`config.mk`:
```
export PLATFORM = sky130hd
export DESIGN_NAME = serial_loaded_bank_mapper_unit
export DESIGN_NICKNAME = d
export VERILOG_FILES = /design/src/rtl/core/slbm_pkg.sv /design/src/rtl/core/slbm_loader.sv /design/src/rtl/core/slbm_mod_unit.sv /design/src/rtl/core/slbm_sequencer.sv /design/src/rtl/core/serial_loaded_bank_mapper_unit.sv
export SDC_FILE = /design/constraint.sdc
export NUM_CORES = 1
export LEC_CHECK = 0
export BUFFER_PORTS_ARGS = -buffer_cell sky130_fd_sc_hd__buf_2
export CORE_UTILIZATION = 40
export CTS_BUF_LIST = sky130_fd_sc_hd__clkbuf_8
export CTS_CLUSTER_DIAMETER = 120
export DETAILED_ROUTE_END_ITERATION = 16
export HOLD_SLACK_MARGIN = 0.06
export PLACE_DENSITY = 0.65
export SLEW_MARGIN = 25
export SYNTH_ARGS = -nofsm -noshare
export SYNTH_HDL_FRONTEND = slang
export SYNTH_HIERARCHICAL = 1
export SYNTH_SLANG_ARGS = --single-unit
```
`constraint.sdc`:
```
create_clock -name aclk -period 5.1 [get_ports aclk]
set_input_delay 1.02 -clock aclk [delete_from_list [all_inputs] [get_ports aclk]]
set_output_delay 1.02 -clock aclk [all_outputs]
set_load 0.02 [all_outputs]
```
`src/rtl/core/slbm_pkg.sv`:
```
// Shared types, constants and codes for the serial loaded bank mapper.
package slbm_pkg;

    localparam int REG_W = 5;
    localparam int ADDR_W = 16;
    localparam int DATA_W = 8;
    localparam int PRG_W = 6;
    localparam int CHR_W = 9;
    localparam int MIRROR_W = 2;
    localparam int PRG_CNT_W = 7;
    localparam int CHR_CNT_W = 8;
    localparam int CART_W = 2;
    localparam int CFG_IDX_W = 2;
    localparam int CFG_DATA_W = 8;
    localparam int NUM_W = 7;
    localparam int REM_W = 9;
    localparam int STEP_CNT_W = $clog2(NUM_W);
    localparam int BIT_CNT_W = 3;
    localparam int PS_W = 6;

    localparam int PRG_PAGE_LIMIT = 64;

    localparam int SEL_LO = 13;
    localparam int SEL_HI = 14;
    localparam int LOADER_RESET_BIT = 7;
    localparam int SERIAL_BIT = 0;

    localparam logic [BIT_CNT_W-1:0] LAST_BIT_IDX = 3'd4;
    localparam logic [REG_W-1:0] CTRL_RESET_BITS = 5'h0C;
    localparam logic [NUM_W-1:0] FIXED_HIGH_BANK = 7'h0F;
    localparam logic [PS_W-1:0] OUTER_BOTH = 6'h30;

    localparam logic [CFG_IDX_W-1:0] CFG_PRG_PAGES = 2'd0;
    localparam logic [CFG_IDX_W-1:0] CFG_CHR_PAGES = 2'd1;
    localparam logic [CFG_IDX_W-1:0] CFG_CHR_PRESENT = 2'd2;
    localparam logic [CFG_IDX_W-1:0] CFG_SIZE_MODE = 2'd3;

    localparam logic [CART_W-1:0] CART_512K = 2'd1;
    localparam logic [CART_W-1:0] CART_1024K = 2'd2;

    localparam int CTRL_PRG_SIZE_BIT = 3;
    localparam int CTRL_PRG_SLOT_BIT = 2;
    localparam int CTRL_CHR_MODE_BIT = 4;
    localparam int OUTER_BIT = 4;

    typedef enum logic [1:0] {
        SEL_CONTROL,
        SEL_CHR0,
        SEL_CHR1,
        SEL_PRG
    } reg_sel_t;

    typedef enum logic [1:0] {
        OP_PRG_LO,
        OP_PRG_HI,
        OP_CHR_LO,
        OP_CHR_HI
    } op_t;

    typedef enum logic [1:0] {
        ST_IDLE,
        ST_START,
        ST_WAIT,
        ST_DONE
    } seq_state_t;

    typedef struct packed {
        logic [REG_W-1:0] control;
        logic [REG_W-1:0] chr0;
        logic [REG_W-1:0] chr1;
        logic [REG_W-1:0] prg;
    } mregs_t;

    typedef struct packed {
        logic [PRG_CNT_W-1:0] prg_pages;
        logic [CHR_CNT_W-1:0] chr_pages;
        logic                 chr_present;
        logic [CART_W-1:0]    size_mode;
    } cfg_t;

    typedef struct packed {
        logic             start;
        logic [NUM_W-1:0] numerator;
        logic [REM_W-1:0] modulus;
    } mod_req_t;

endpackage

```
`src/rtl/core/slbm_loader.sv`:
```
// Serial shift loader and the four mapper registers.
module slbm_loader (
    input  logic                          aclk,
    input  logic                          aresetn,
    input  logic                          load_en,
    input  logic [slbm_pkg::ADDR_W-1:0]   cpu_address,
    input  logic [slbm_pkg::DATA_W-1:0]   data_byte,
    output logic                          commit,
    output slbm_pkg::mregs_t              regs
);
    import slbm_pkg::*;

    mregs_t                regs_reg, regs_next;
    logic [REG_W-1:0]      buf_reg, buf_next;
    logic [BIT_CNT_W-1:0]  cnt_reg, cnt_next;
    logic [BIT_CNT_W-1:0]  idx;
    logic [REG_W-1:0]      new_buf;
    reg_sel_t              sel;

    always_comb begin
        sel = reg_sel_t'(cpu_address[SEL_HI:SEL_LO]);
        idx = (cnt_reg > LAST_BIT_IDX) ? LAST_BIT_IDX : cnt_reg;
        new_buf = buf_reg | (REG_W'(data_byte[SERIAL_BIT]) << idx);
        commit = data_byte[LOADER_RESET_BIT] || (idx == LAST_BIT_IDX);
        regs_next = regs_reg;
        buf_next = buf_reg;
        cnt_next = cnt_reg;
        if (load_en) begin
            if (data_byte[LOADER_RESET_BIT]) begin
                regs_next.control = regs_reg.control | CTRL_RESET_BITS;
                buf_next = '0;
                cnt_next = '0;
            end else if (idx == LAST_BIT_IDX) begin
                case (sel)
                    SEL_CONTROL: regs_next.control = new_buf;
                    SEL_CHR0:    regs_next.chr0 = new_buf;
                    SEL_CHR1:    regs_next.chr1 = new_buf;
                    SEL_PRG:     regs_next.prg = new_buf;
                    default:     regs_next = regs_reg;
                endcase
                buf_next = '0;
                cnt_next = '0;
            end else begin
                buf_next = new_buf;
                cnt_next = idx + BIT_CNT_W'(1);
            end
        end
    end

    always_ff @(posedge aclk) begin
        if (!aresetn) begin
            regs_reg <= '0;
            buf_reg <= '0;
            cnt_reg <= '0;
        end else begin
            regs_reg <= regs_next;
            buf_reg <= buf_next;
            cnt_reg <= cnt_next;
        end
    end

    assign regs = regs_reg;

endmodule

```
`src/rtl/core/slbm_mod_unit.sv`:
```
// Iterative restoring remainder unit, one numerator bit per cycle.
module slbm_mod_unit (
    input  logic                        aclk,
    input  logic                        aresetn,
    input  slbm_pkg::mod_req_t          req,
    output logic                        done,
    output logic [slbm_pkg::REM_W-1:0]  rem
);
    import slbm_pkg::*;

    logic                  busy_reg, busy_next;
    logic                  done_reg, done_next;
    logic                  zero_reg, zero_next;
    logic [STEP_CNT_W-1:0] cnt_reg, cnt_next;
    logic [NUM_W-1:0]      num_reg, num_next;
    logic [REM_W-1:0]      mod_reg, mod_next;
    logic [REM_W-1:0]      rem_reg, rem_next;
    logic [REM_W:0]        shifted;

    always_comb begin
        busy_next = busy_reg;
        done_next = 1'b0;
        zero_next = zero_reg;
        cnt_next = cnt_reg;
        num_next = num_reg;
        mod_next = mod_reg;
        rem_next = rem_reg;
        shifted = {rem_reg, num_reg[NUM_W-1]};
        if (req.start) begin
            busy_next = 1'b1;
            zero_next = (req.modulus == '0);
            cnt_next = STEP_CNT_W'(NUM_W - 1);
            num_next = req.numerator;
            mod_next = req.modulus;
            rem_next = '0;
        end else if (busy_reg) begin
            if (shifted >= {1'b0, mod_reg}) begin
                rem_next = REM_W'(shifted - {1'b0, mod_reg});
            end else begin
                rem_next = shifted[REM_W-1:0];
            end
            num_next = num_reg << 1;
            if (cnt_reg == '0) begin
                busy_next = 1'b0;
                done_next = 1'b1;
            end else begin
                cnt_next = cnt_reg - STEP_CNT_W'(1);
            end
        end
    end

    always_ff @(posedge aclk) begin
        if (!aresetn) begin
            busy_reg <= 1'b0;
            done_reg <= 1'b0;
        end else begin
            busy_reg <= busy_next;
            done_reg <= done_next;
        end
        zero_reg <= zero_next;
        cnt_reg <= cnt_next;
        num_reg <= num_next;
        mod_reg <= mod_next;
        rem_reg <= rem_next;
    end

    assign done = done_reg;
    assign rem = zero_reg ? '0 : rem_reg;

endmodule

```
`src/rtl/core/slbm_sequencer.sv`:
```
// Sequencer that derives the banks through the shared remainder unit and holds the result.
module slbm_sequencer (
    input  logic                           aclk,
    input  logic                           aresetn,
    input  logic                           s_valid,
    output logic                           s_ready,
    input  logic                           commit,
    input  slbm_pkg::mregs_t               regs,
    input  slbm_pkg::cfg_t                 cfg,
    output slbm_pkg::mod_req_t             mod_req,
    input  logic                           mod_done,
    input  logic [slbm_pkg::REM_W-1:0]     mod_rem,
    output logic                           m_valid,
    input  logic                           m_ready,
    output logic                           m_mapping_updated,
    output logic [slbm_pkg::PRG_W-1:0]     m_prg_bank_low,
    output logic [slbm_pkg::PRG_W-1:0]     m_prg_bank_high,
    output logic [slbm_pkg::CHR_W-1:0]     m_chr_bank_low,
    output logic [slbm_pkg::CHR_W-1:0]     m_chr_bank_high,
    output logic [slbm_pkg::MIRROR_W-1:0]  m_mirroring_mode
);
    import slbm_pkg::*;

    seq_state_t           state_reg, state_next;
    op_t                  op_reg, op_next;
    logic                 commit_reg, commit_next;
    logic [PRG_W-1:0]     prg_lo_reg, prg_lo_next;
    logic [PRG_W-1:0]     prg_hi_reg, prg_hi_next;
    logic [CHR_W-1:0]     chr_lo_reg, chr_lo_next;
    logic [CHR_W-1:0]     chr_hi_reg, chr_hi_next;
    logic [MIRROR_W-1:0]  mirror_reg, mirror_next;
    logic                 m_valid_reg, m_valid_next;
    logic                 out_upd_reg, out_upd_next;
    logic [PRG_W-1:0]     out_prg_lo_reg, out_prg_lo_next;
    logic [PRG_W-1:0]     out_prg_hi_reg, out_prg_hi_next;
    logic [CHR_W-1:0]     out_chr_lo_reg, out_chr_lo_next;
    logic [CHR_W-1:0]     out_chr_hi_reg, out_chr_hi_next;
    logic [MIRROR_W-1:0]  out_mirror_reg, out_mirror_next;

    logic [PS_W-1:0]      ps;
    logic [PRG_CNT_W-1:0] pages;
    logic [NUM_W-1:0]     base32;
    logic [NUM_W-1:0]     reg_bank;
    logic [NUM_W-1:0]     fixed_bank;
    logic [REM_W-1:0]     prg_modulus;
    logic [REM_W-1:0]     chr_modulus;

    always_comb begin
        case (cfg.size_mode)
            CART_512K: ps = {1'b0, regs.chr0[OUTER_BIT], 4'b0000};
            CART_1024K: begin
                if (regs.control[CTRL_CHR_MODE_BIT]) begin
                    ps = {regs.chr1[OUTER_BIT], regs.chr0[OUTER_BIT], 4'b0000};
                end else begin
                    ps = regs.chr0[OUTER_BIT] ? OUTER_BOTH : '0;
                end
            end
            default: ps = '0;
        endcase
        pages = (cfg.prg_pages > PRG_CNT_W'(PRG_PAGE_LIMIT)) ?
                PRG_CNT_W'(PRG_PAGE_LIMIT) : cfg.prg_pages;
        prg_modulus = REM_W'(pages);
        chr_modulus = {cfg.chr_pages, 1'b0};
        base32 = NUM_W'({regs.prg[REG_W-1:1], 1'b0}) + NUM_W'(ps);
        reg_bank = NUM_W'(regs.prg) + NUM_W'(ps);
        fixed_bank = FIXED_HIGH_BANK + NUM_W'(ps);

        mod_req.start = 1'b0;
        case (op_reg)
            OP_PRG_LO: begin
                mod_req.modulus = prg_modulus;
                if (!regs.control[CTRL_PRG_SIZE_BIT]) begin
                    mod_req.numerator = base32;
                end else if (regs.control[CTRL_PRG_SLOT_BIT]) begin
                    mod_req.numerator = reg_bank;
                end else begin
                    mod_req.numerator = '0;
                end
            end
            OP_PRG_HI: begin
                mod_req.modulus = prg_modulus;
                if (!regs.control[CTRL_PRG_SIZE_BIT]) begin
                    mod_req.numerator = base32 + NUM_W'(1);
                end else if (regs.control[CTRL_PRG_SLOT_BIT]) begin
                    mod_req.numerator = fixed_bank;
                end else begin
                    mod_req.numerator = reg_bank;
                end
            end
            OP_CHR_LO: begin
                mod_req.modulus = chr_modulus;
                mod_req.numerator = NUM_W'(regs.chr0);
            end
            OP_CHR_HI: begin
                mod_req.modulus = chr_modulus;
                mod_req.numerator = NUM_W'(regs.chr1);
            end
            default: begin
                mod_req.modulus = prg_modulus;
                mod_req.numerator = '0;
            end
        endcase

        state_next = state_reg;
        op_next = op_reg;
        commit_next = commit_reg;
        prg_lo_next = prg_lo_reg;
        prg_hi_next = prg_hi_reg;
        chr_lo_next = chr_lo_reg;
        chr_hi_next = chr_hi_reg;
        mirror_next = mirror_reg;
        m_valid_next = m_valid_reg && !m_ready;
        out_upd_next = out_upd_reg;
        out_prg_lo_next = out_prg_lo_reg;
        out_prg_hi_next = out_prg_hi_reg;
        out_chr_lo_next = out_chr_lo_reg;
        out_chr_hi_next = out_chr_hi_reg;
        out_mirror_next = out_mirror_reg;
        s_ready = 1'b0;

        case (state_reg)
            ST_IDLE: begin
                s_ready = 1'b1;
                if (s_valid) begin
                    commit_next = commit;
                    op_next = OP_PRG_LO;
                    state_next = commit ? ST_START : ST_DONE;
                end
            end
            ST_START: begin
                mod_req.start = 1'b1;
                state_next = ST_WAIT;
            end
            ST_WAIT: begin
                if (mod_done) begin
                    case (op_reg)
                        OP_PRG_LO: prg_lo_next = mod_rem[PRG_W-1:0];
                        OP_PRG_HI: prg_hi_next = mod_rem[PRG_W-1:0];
                        OP_CHR_LO: begin
                            if (cfg.chr_present) begin
                                chr_lo_next = mod_rem;
                            end
                        end
                        OP_CHR_HI: begin
                            if (cfg.chr_present) begin
                                chr_hi_next = regs.control[CTRL_CHR_MODE_BIT] ?
                                              mod_rem : chr_lo_reg + CHR_W'(1);
                            end
                        end
                        default: prg_lo_next = prg_lo_reg;
                    endcase
                    if (op_reg == OP_CHR_HI) begin
                        mirror_next = {~regs.control[1], regs.control[0]};
                        state_next = ST_DONE;
                    end else begin
                        op_next = op_t'(op_reg + 2'd1);
                        state_next = ST_START;
                    end
                end
            end
            ST_DONE: begin
                if (!m_valid_reg || m_ready) begin
                    m_valid_next = 1'b1;
                    out_upd_next = commit_reg;
                    out_prg_lo_next = prg_lo_reg;
                    out_prg_hi_next = prg_hi_reg;
                    out_chr_lo_next = chr_lo_reg;
                    out_chr_hi_next = chr_hi_reg;
                    out_mirror_next = mirror_reg;
                    state_next = ST_IDLE;
                end
            end
            default: state_next = ST_IDLE;
        endcase
    end

    always_ff @(posedge aclk) begin
        if (!aresetn) begin
            state_reg <= ST_IDLE;
            op_reg <= OP_PRG_LO;
            commit_reg <= 1'b0;
            prg_lo_reg <= '0;
            prg_hi_reg <= '0;
            chr_lo_reg <= '0;
            chr_hi_reg <= '0;
            mirror_reg <= '0;
            m_valid_reg <= 1'b0;
        end else begin
            state_reg <= state_next;
            op_reg <= op_next;
            commit_reg <= commit_next;
            prg_lo_reg <= prg_lo_next;
            prg_hi_reg <= prg_hi_next;
            chr_lo_reg <= chr_lo_next;
            chr_hi_reg <= chr_hi_next;
            mirror_reg <= mirror_next;
            m_valid_reg <= m_valid_next;
        end
        out_upd_reg <= out_upd_next;
        out_prg_lo_reg <= out_prg_lo_next;
        out_prg_hi_reg <= out_prg_hi_next;
        out_chr_lo_reg <= out_chr_lo_next;
        out_chr_hi_reg <= out_chr_hi_next;
        out_mirror_reg <= out_mirror_next;
    end

    assign m_valid = m_valid_reg;
    assign m_mapping_updated = out_upd_reg;
    assign m_prg_bank_low = out_prg_lo_reg;
    assign m_prg_bank_high = out_prg_hi_reg;
    assign m_chr_bank_low = out_chr_lo_reg;
    assign m_chr_bank_high = out_chr_hi_reg;
    assign m_mirroring_mode = out_mirror_reg;

`ifndef SYNTHESIS
    a_done_only_waiting: assert property (@(posedge aclk) disable iff (!aresetn)
        mod_done |-> state_reg == ST_WAIT)
        else $error("Remainder unit finished while the sequencer was not waiting.");

    a_rem_in_range: assert property (@(posedge aclk) disable iff (!aresetn)
        (state_reg == ST_WAIT && mod_done && mod_req.modulus != '0) |->
        mod_rem < mod_req.modulus)
        else $error("Remainder is not below its modulus.");

    a_last_op_ends: assert property (@(posedge aclk) disable iff (!aresetn)
        (state_reg == ST_WAIT && mod_done && op_reg == OP_CHR_HI) |=>
        state_reg == ST_DONE)
        else $error("Sequencer did not finish after the last bank.");

    a_accept_leaves_idle: assert property (@(posedge aclk) disable iff (!aresetn)
        (s_valid && s_ready) |=> state_reg != ST_IDLE)
        else $error("Sequencer stayed idle after taking a word.");

    a_start_from_idle: assert property (@(posedge aclk) disable iff (!aresetn)
        (state_reg == ST_START) |-> (op_reg == OP_PRG_LO || commit_reg))
        else $error("Bank sequence ran for a word that committed nothing.");
`endif

endmodule

```
`src/rtl/core/serial_loaded_bank_mapper_unit.sv`:
```
// Top level of the serial loaded bank mapper with its configuration registers.
//
//  channel  direction  handshake              payload
//  s_       in         s_valid / s_ready      s_cpu_address, s_data_byte
//  m_       out        m_valid / m_ready      mapping_updated, banks, mirroring
//  cfg_     in         cfg_wr_en              cfg_index, cfg_data
//
// A word that commits no register passes from acceptance through ST_DONE to the output
// register. A committing word passes ST_START and ST_WAIT for each of four remainders on
// the shared remainder unit, which handles one numerator bit per cycle, then ST_DONE
// hands the result to the output register. The input is not ready while a word is in
// work; a result waiting on m_ready stalls only the hand-off to the output register.
// Synchronous reset clears the mapper registers, the held banks and restores the
// configuration defaults.
module serial_loaded_bank_mapper_unit (
    input  logic                              aclk,
    input  logic                              aresetn,
    input  logic                              s_valid,
    output logic                              s_ready,
    input  logic [slbm_pkg::ADDR_W-1:0]       s_cpu_address,
    input  logic [slbm_pkg::DATA_W-1:0]       s_data_byte,
    output logic                              m_valid,
    input  logic                              m_ready,
    output logic                              m_mapping_updated,
    output logic [slbm_pkg::PRG_W-1:0]        m_prg_bank_low,
    output logic [slbm_pkg::PRG_W-1:0]        m_prg_bank_high,
    output logic [slbm_pkg::CHR_W-1:0]        m_chr_bank_low,
    output logic [slbm_pkg::CHR_W-1:0]        m_chr_bank_high,
    output logic [slbm_pkg::MIRROR_W-1:0]     m_mirroring_mode,
    input  logic                              cfg_wr_en,
    input  logic [slbm_pkg::CFG_IDX_W-1:0]    cfg_index,
    input  logic [slbm_pkg::CFG_DATA_W-1:0]   cfg_data
);
    import slbm_pkg::*;

    cfg_t              cfg_reg, cfg_next;
    mregs_t            regs;
    mod_req_t          mod_req;
    logic              commit;
    logic              mod_done;
    logic [REM_W-1:0]  mod_rem;
    logic              load_en;

    always_comb begin
        cfg_next = cfg_reg;
        if (cfg_wr_en) begin
            case (cfg_index)
                CFG_PRG_PAGES:   cfg_next.prg_pages = cfg_data[PRG_CNT_W-1:0];
                CFG_CHR_PAGES:   cfg_next.chr_pages = cfg_data[CHR_CNT_W-1:0];
                CFG_CHR_PRESENT: cfg_next.chr_present = cfg_data[0];
                CFG_SIZE_MODE:   cfg_next.size_mode = cfg_data[CART_W-1:0];
                default:         cfg_next = cfg_reg;
            endcase
        end
    end

    always_ff @(posedge aclk) begin
        if (!aresetn) begin
            cfg_reg.prg_pages <= PRG_CNT_W'(16);
            cfg_reg.chr_pages <= CHR_CNT_W'(16);
            cfg_reg.chr_present <= 1'b1;
            cfg_reg.size_mode <= '0;
        end else begin
            cfg_reg <= cfg_next;
        end
    end

    assign load_en = s_valid && s_ready;

    slbm_loader u_loader (
        .aclk        (aclk),
        .aresetn     (aresetn),
        .load_en     (load_en),
        .cpu_address (s_cpu_address),
        .data_byte   (s_data_byte),
        .commit      (commit),
        .regs        (regs)
    );

    slbm_mod_unit u_mod_unit (
        .aclk    (aclk),
        .aresetn (aresetn),
        .req     (mod_req),
        .done    (mod_done),
        .rem     (mod_rem)
    );

    slbm_sequencer u_sequencer (
        .aclk              (aclk),
        .aresetn           (aresetn),
        .s_valid           (s_valid),
        .s_ready           (s_ready),
        .commit            (commit),
        .regs              (regs),
        .cfg               (cfg_reg),
        .mod_req           (mod_req),
        .mod_done          (mod_done),
        .mod_rem           (mod_rem),
        .m_valid           (m_valid),
        .m_ready           (m_ready),
        .m_mapping_updated (m_mapping_updated),
        .m_prg_bank_low    (m_prg_bank_low),
        .m_prg_bank_high   (m_prg_bank_high),
        .m_chr_bank_low    (m_chr_bank_low),
        .m_chr_bank_high   (m_chr_bank_high),
        .m_mirroring_mode  (m_mirroring_mode)
    );

endmodule
```
After elaboration in Yosys (flattened, before gate mapping)
Index checks and enable logic that the tools add are counted.
Storage, ports and cells
  register bits: 148
  bits in latches: 0
  memory bits (writable): 0
  ROM bits: 0
  input bits: 39
  output and inout bits: 35
  word-level logic and storage cells: 150
  memories kept: 0
Operators by class
  add/sub/neg operators: 9
  $mul: 0
  divide/modulo/power cells: 0
  $lt $le $gt $ge: 3
  eq/ne operators: 19
  shift operators: 1
  muxes and demuxes: 43
  bitwise operators: 6
  reductions and logical operators: 36
Operator list (count)
  $pmux 16 s4: 1
  $mux 7: 7
  $reduce_and 4->1: 7
  $mux 9: 3
  $mux 5: 5
  $mux 19: 1
  $eq 2x2->1 const B: 9
  $mux 2: 8
  $reduce_and 3->1: 5
  $add 5x6->7: 2
  $reduce_and 2->1: 7
  $mux 6: 2
  $pmux 6 s2: 1
  $eq 2x1->1 const B: 5
  $ge 10x9->1: 1
  $add 9x1->9 const B: 1
  $logic_not 9->1: 1
  $mux 3: 3
  $sub 9x9->9: 1
  $logic_not 2->1: 4
  $mux 1: 8
  $mux 4: 2
  $pmux 2 s4: 1
  $reduce_bool 2->1: 4
  other kinds (19): 28

Logic depth before layout (Yosys ltp)
Gate-level depths: netlist of run 1.
  word-level depth: 8
  mapped depth: 9
  mapped depth without buffers: 9

Hierarchy
The synthesis of run 1 kept the hierarchy.
By module, submodules not included
  slbm_sequencer: instances 1, cells an instance 299, area an instance 3124.2 µm²
  slbm_mod_unit: instances 1, cells an instance 165, area an instance 1766.7 µm²
  slbm_loader: instances 1, cells an instance 118, area an instance 1123.6 µm²
  serial_loaded_bank_mapper_unit: instances 1, cells an instance 73, area an instance 733.2 µm²

Worst setup path after synthesis of run 1
Ideal clock, no wire load.
  path kind: input -> register
  from: input m_ready
  to: register u_sequencer.out_chr_hi_reg[0], in the netlist u_sequencer/m_chr_bank_high[0] (enable)
  data arrival time: 2.516 ns
  required time: 4.676 ns
  setup slack: 2.160 ns
  stages: 2
  path through: nor2b_1 > nor2_1
On the way
  word-level cells in the longest chain between the ends: 2
Ends and longest elaborated chain
  from (decl): RTL line serial_loaded_bank_mapper_unit.sv:23  | input logic m_ready,
  $logic_or 1x1->1: RTL line slbm_sequencer.sv:162  | if (!m_valid_reg || m_ready) begin
  $reduce_and 2->1 (no source line)
  to (signal assigned): RTL line slbm_sequencer.sv:203  | out_chr_hi_reg <= out_chr_hi_next;
  to (decl): RTL line slbm_sequencer.sv:37  | logic [CHR_W-1:0] out_chr_hi_reg, out_chr_hi_next;
No other way between the ends.
A chain may end at the register's enable or synchronous reset.

==> reports/qor.yml, run 1 <==
largest_reg_flops: 20
reg2reg_to: "u_mod_unit/zero_reg$_DFFE_PP_"
clk-insertion-delay-late_ns: 0.46
finClkSkew_ns: 0.0115
viasPerCell: 5.42
ys_async_sr_fraction_pct: 0
cp.arrival_ns: 2.81
cts_made_buffers: 17
clockBufferDepth: 2
rows: 47
yosys_warnings: 6
cts_tree: "yes"
synth_top_area_cell: "dfxtp_1"
synth-seq-area-share_pct: 51.3
slowest_stage: "ha_1"
cts-root-buf: "clkbuf_8"
holdWs_ns: 0.430
hold_class: "reg -> reg"
fp.dieArea_um2: 17400
fillCellCount: 1528
drt-wirelength-per-cell_um: 15.0
ys.flop_type: "dfxtp_1"
synth-seq-cells: 148
firstDrtPassIters: 5
whs_endpoint: "u_sequencer/m_prg_bank_low[5]$_DFFE_PP_"
crit_chain: "inv_1 > ha_1 > nor2_1 > nor2_1 > a22o_1 > nor4_1 > nand2_1 > nor4_1"
ctsHoldBuffers: 0
core_um2: 16500
ctsResizeCount: 0
path_class: "reg -> reg"
cts_max_level: 4
worst_pin_slew_ns: 1.01
final_hold_viol_count: 0
ios: 74
synth_top_area_share_pct: 29.1
syn_inst: 655
grt_overflow: 0
grt_usage_pct: 16.6
synth_common_cells: "98 x dfxtp_1, 75 x nand2_1, 50 x edfxtp_1"
path_max_fanout: 23
p_leak_nw: 2.77
synth-edff-count: 50
post_cts_buffers: 0
fin_setup_tns_ns: 0
min_from: "u_sequencer/prg_lo_reg[5]$_SDFFE_PN0P_"
synthTopCellsByArea: "dfxtp_1 29%, edfxtp_1 22%, mux2i_1 5.6%"
run_status: "completed"
cp-end-kind: "flop"
initial_core_util_pct: 40.8
rsz0062_at_grt: "false"
drt_iter0_markers: 363
placedCellCount: 897
vias: 5037
netlist_area_um2: 6750
die_x_um: 132
synth.most_common_cell: "dfxtp_1"
cp_top_family: "simple AND/OR/NAND/NOR gates"
r2r_cells: 8
dpl.hpwl_um: 9980
portBuffers: 53
slew_viol_final: 0
required_ns: 5.36
slew_headroom_pct: 32.4
dieHeight_um: 132
startpoint_type: "flop"
r2r_start: "u_sequencer/op_reg[1]$_SDFFE_PN0P_"
ir_drop_v: 0.000170
avgSynthCellArea_um2: 10.3
area_growth_pct: 11.7
cap_violations: 0
instances_no_fill: 929
synth_cell_types: 70
power_density_nw_per_um2: 392
report.power.total_mw: 2.95
path_clk_slew_ns: 0.08
crit_path_max_incr_delay_ns: 0.49
routabilityCongestion: 0.876
multiInputGateArea_um2: 2970
drt_wl_total_um: 13900
cts_sinks: 148
drcViolationCount: 0
n_antenna_cell: 0
finalCritPeriodShare_pct: 50.0
ant_nets: 0
first_global_vias: 4836
num-nets-final: 757
syn_nets: 716
worstHoldPathCells: 0
drive_gt1_share_pct: 15.7
min_period_ns: 2.55
reg2reg_slack_ns: 2.55
max_clock_freq_mhz: 392
grt_antenna_before_repair: 0
regArea_um2: 3460
grt_pass1_wl_um: 23100
critPathBufInv: 1
grt_max_degree: 47
setup_viol: 0
[layout by cell type (no fill, tap or decap), drive strengths merged, types with 8 or more instances in the layout]
master  instances
nor2b          15
clkbuf         17
nor2           45
nor3            9
o211ai         17
ha             21
nand2b         12
inv            34
a22oi           8
xnor2           8
nand2          75
edfxtp         50
a211oi         10
and2            9
dfxtp          98
nand3          24
mux2i          38
buf            56
o21ai          21
a21oi          33
[per-layer routing]
metal,track usage (%),up-vias,part of all wire (%)
li1,-,2462,-
met1,20.0,2431,44
met2,28.5,124,50
met3,3.42,20,3.6
met4,7.62,0,2.0
met5,0,-,0
[worst max path at each step]
stage / start / to / depth (start not counted)
finish: u_sequencer/op_reg[1]$_SDFFE_PN0P_ / u_mod_unit/zero_reg$_DFFE_PP_ / 8
global placement: s_valid / u_loader/regs[17]$_SDFFE_PN0P_ / 5
global route: u_sequencer/op_reg[1]$_SDFFE_PN0P_ / u_mod_unit/zero_reg$_DFFE_PP_ / 8
floorplan: m_ready / u_sequencer/m_chr_bank_high[0]$_DFFE_PP_ / 2
CTS: u_sequencer/op_reg[1]$_SDFFE_PN0P_ / u_mod_unit/zero_reg$_DFFE_PP_ / 8
detailed placement: s_valid / u_loader/regs[18]$_SDFFE_PN0P_ / 5
[kinds of logic after synthesis]
family / Yosys count / share of synthesized area, %
AND/OR/NAND/NOR: 229 / 17.2
flip-flops: 148 / 51.3
AO/OA/AOI/OAI: 137 / 14.3
buffers and inverters: 63 / 4.73
multiplexers: 45 / 6.81
adder cells (fa/ha/maj): 22 / 4.19
XOR/XNOR: 11 / 1.43
[metrics by stage]
step	utilization (%)	setup WS, ns	cell area, µm²
CTS	45.6	2.59	7540
floorplan	-	2.16	6750
global route	45.6	2.37	7540
global placement	43.0	2.30	7110
detailed placement	43.0	2.25	7110
finish	45.6	2.55	7540
[worst reg2reg max path, cell delays in order, from the launching register on]
cell     delay, ns
dfxtp_1       0.41
inv_1         0.12
ha_1          0.49
nor2_1        0.31
nor2_1        0.16
a22o_1        0.27
nor4_1        0.30
nand2_1       0.10
nor4_1        0.21
[report_power, final]
| group | internal [mW] | switching (mW) |
|---|---|---|
| registers | 1.29 | 0.0707 |
| logic | 0.259 | 0.362 |
| clock network | 0.497 | 0.471 |
[area by class of cell]
type / instances / area share (%)
inverters: 29 / 1.44
well taps: 220 / 3.65
repair buffers: 56 / 3.82
flip-flops and latches: 148 / 45.9
clock buffers: 17 / 3.10
clock inverters: 15 / 2.62
multi-input cells: 444 / 39.4
(Power assumes the default switching activity.)
==> run 2: changes to the inputs <==
- clock period: 5.1 -> 2.5 ns (I/O delays scaled with it)
==> run 2 against run 1 <==
Effect of this change: via count fell by 0.58%; final cell count rose by 0.86%; clock power rose by 96%; largest power group unchanged; utilization rose by 0.33 points; combinational power rose by 110%; critical path depth rose by 1; sequential power rose by 100%; non-clock buffer count rose by 8; worst hold slack got worse by 0.14 ns.
==> reports/qor.yml, run 2 (same netlist as run 1, synthesis figures left out) <==
run_status: "completed"
dieHeight_um: 132
num-nets-final: 765
area_growth_pct: 12.5
path_clk_slew_ns: 0.08
n_antenna_cell: 0
crit_chain: "inv_1 > ha_1 > inv_1 > fa_1 > a211oi_4 > o21a_4 > o211ai_4 > and3_2 > a311oi_1"
critPathBufInv: 2
drt_iter0_markers: 230
first_global_vias: 4921
startpoint_type: "flop"
setup_viol: 0
clk-insertion-delay-late_ns: 0.45
placedCellCount: 905
path_class: "reg -> reg"
slowest_stage: "fa_1"
r2r_cells: 9
cts-root-buf: "clkbuf_8"
viasPerCell: 5.34
min_from: "cfg_data[7]"
layout_common_cells: "98 x dfxtp_1, 75 x nand2_1, 53 x buf_2"
grt_antenna_before_repair: 0
r2r_start: "u_mod_unit/num_reg[6]$_DFFE_PP_"
p_leak_nw: 2.81
worst_pin_slew_ns: 0.897
final_hold_viol_count: 0
ctsResizeCount: 0
grt_overflow: 0
instances_no_fill: 937
portBuffers: 53
post_cts_buffers: 0
rsz0062_at_grt: "false"
hold_class: "in -> reg"
grt_max_degree: 40
cts_max_level: 4
required_ns: 2.85
path_max_fanout: 8
power_density_nw_per_um2: 790
cp-end-kind: "flop"
slew_viol_final: 0
worstHoldPathCells: 3
final_util_pct: 45.9
ant_nets: 0
rows: 47
cts_tree: "yes"
grt_usage_pct: 16.8
reg2reg_slack_ns: 0.19
min_period_ns: 2.31
cap_violations: 0
finClkSkew_ns: 0.0142
grt_pass1_wl_um: 23500
vias: 5008
ir_drop_v: 0.000356
clockBufferDepth: 2
max_clock_freq_mhz: 433
ios: 74
core_um2: 16500
dpl.hpwl_um: 10300
cp.arrival_ns: 2.66
drt-wirelength-per-cell_um: 14.9
finalCritPeriodShare_pct: 92.4
routabilityCongestion: 0.864
initial_core_util_pct: 40.8
cp_top_family: "compound AO/OA/AOI/OAI gates"
final_common_cell: "dfxtp_1"
cts_sinks: 148
crit_path_max_incr_delay_ns: 0.43
ctsHoldBuffers: 0
reg2reg_to: "u_mod_unit/rem_reg[0]$_SDFFE_PP0P_"
drt_wl_total_um: 13900
fin_setup_tns_ns: 0
slew_headroom_pct: 39.9
die_x_um: 132
drcViolationCount: 0
fp.dieArea_um2: 17400
cts_made_buffers: 17
drive_gt1_share_pct: 16.6
largest_reg_flops: 20
crit_top_cell: "inv_1"
whs_endpoint: "cfg_reg[10]$_SDFFE_PN0P_"
firstDrtPassIters: 4
==> run 2: layout make-up <==
class	count	area (µm²)
multi-input cells	444	2990
repair buffers	64	348
fillers	1557	8930
flip-flops and latches	148	3460
inverters	29	109
clock inverters	15	176
well taps	220	275
clock buffers	17	234
==> run 2: worst max path at each step <==
stage,start,endpoint,cells past startpoint
6_report,u_mod_unit/num_reg[6]$_DFFE_PP_,u_mod_unit/rem_reg[0]$_SDFFE_PP0P_,9
5_1_grt,u_mod_unit/num_reg[6]$_DFFE_PP_,u_mod_unit/rem_reg[0]$_SDFFE_PP0P_,9
4_1_cts,u_mod_unit/num_reg[6]$_DFFE_PP_,u_mod_unit/rem_reg[0]$_SDFFE_PP0P_,9
3_5_place_dp,u_mod_unit/num_reg[6]$_DFFE_PP_,u_mod_unit/rem_reg[0]$_SDFFE_PP0P_,9
3_3_place_gp,u_mod_unit/num_reg[6]$_DFFE_PP_,u_mod_unit/rem_reg[0]$_SDFFE_PP0P_,9
2_1_floorplan,u_mod_unit/num_reg[6]$_DFFE_PP_,u_mod_unit/rem_reg[0]$_SDFFE_PP0P_,9
==> run 2: worst reg2reg max path, cell delays in order, from the launching register on <==
cell	delay (ns)
edfxtp_1	0.36
inv_1	0.08
ha_1	0.16
inv_1	0.05
fa_1	0.43
a211oi_4	0.31
o21a_4	0.22
o211ai_4	0.15
and3_2	0.25
a311oi_1	0.22
==> run 2: metal layers <==
| metal | global-route usage (%) | wire length (µm) |
|---|---|---|
| met4 | 8.98 | 416 |
| met5 | 0 | 0 |
| met3 | 3.15 | 568 |
| met2 | 28.6 | 6780 |
| met1 | 20.1 | 6180 |
==> run 2: metrics by stage <==
stage	worst slack [ns]	hold WS (ns)	power [mW]	cell area, µm²
after floorplan	0.286	0.408	3.78	6750
after global placement	0.0792	0.418	4.04	7170
after detailed placement	0.0535	0.415	4.10	7170
after CTS	0.0436	0.265	6.00	7580
after global routing	0.00904	0.268	6.29	7590
final	0.189	0.294	5.99	7590
==> run 2: power breakdown <==
group / internal (mW) / switching (mW)
clock network: 0.994 / 0.907
registers: 2.64 / 0.144
logic: 0.550 / 0.763
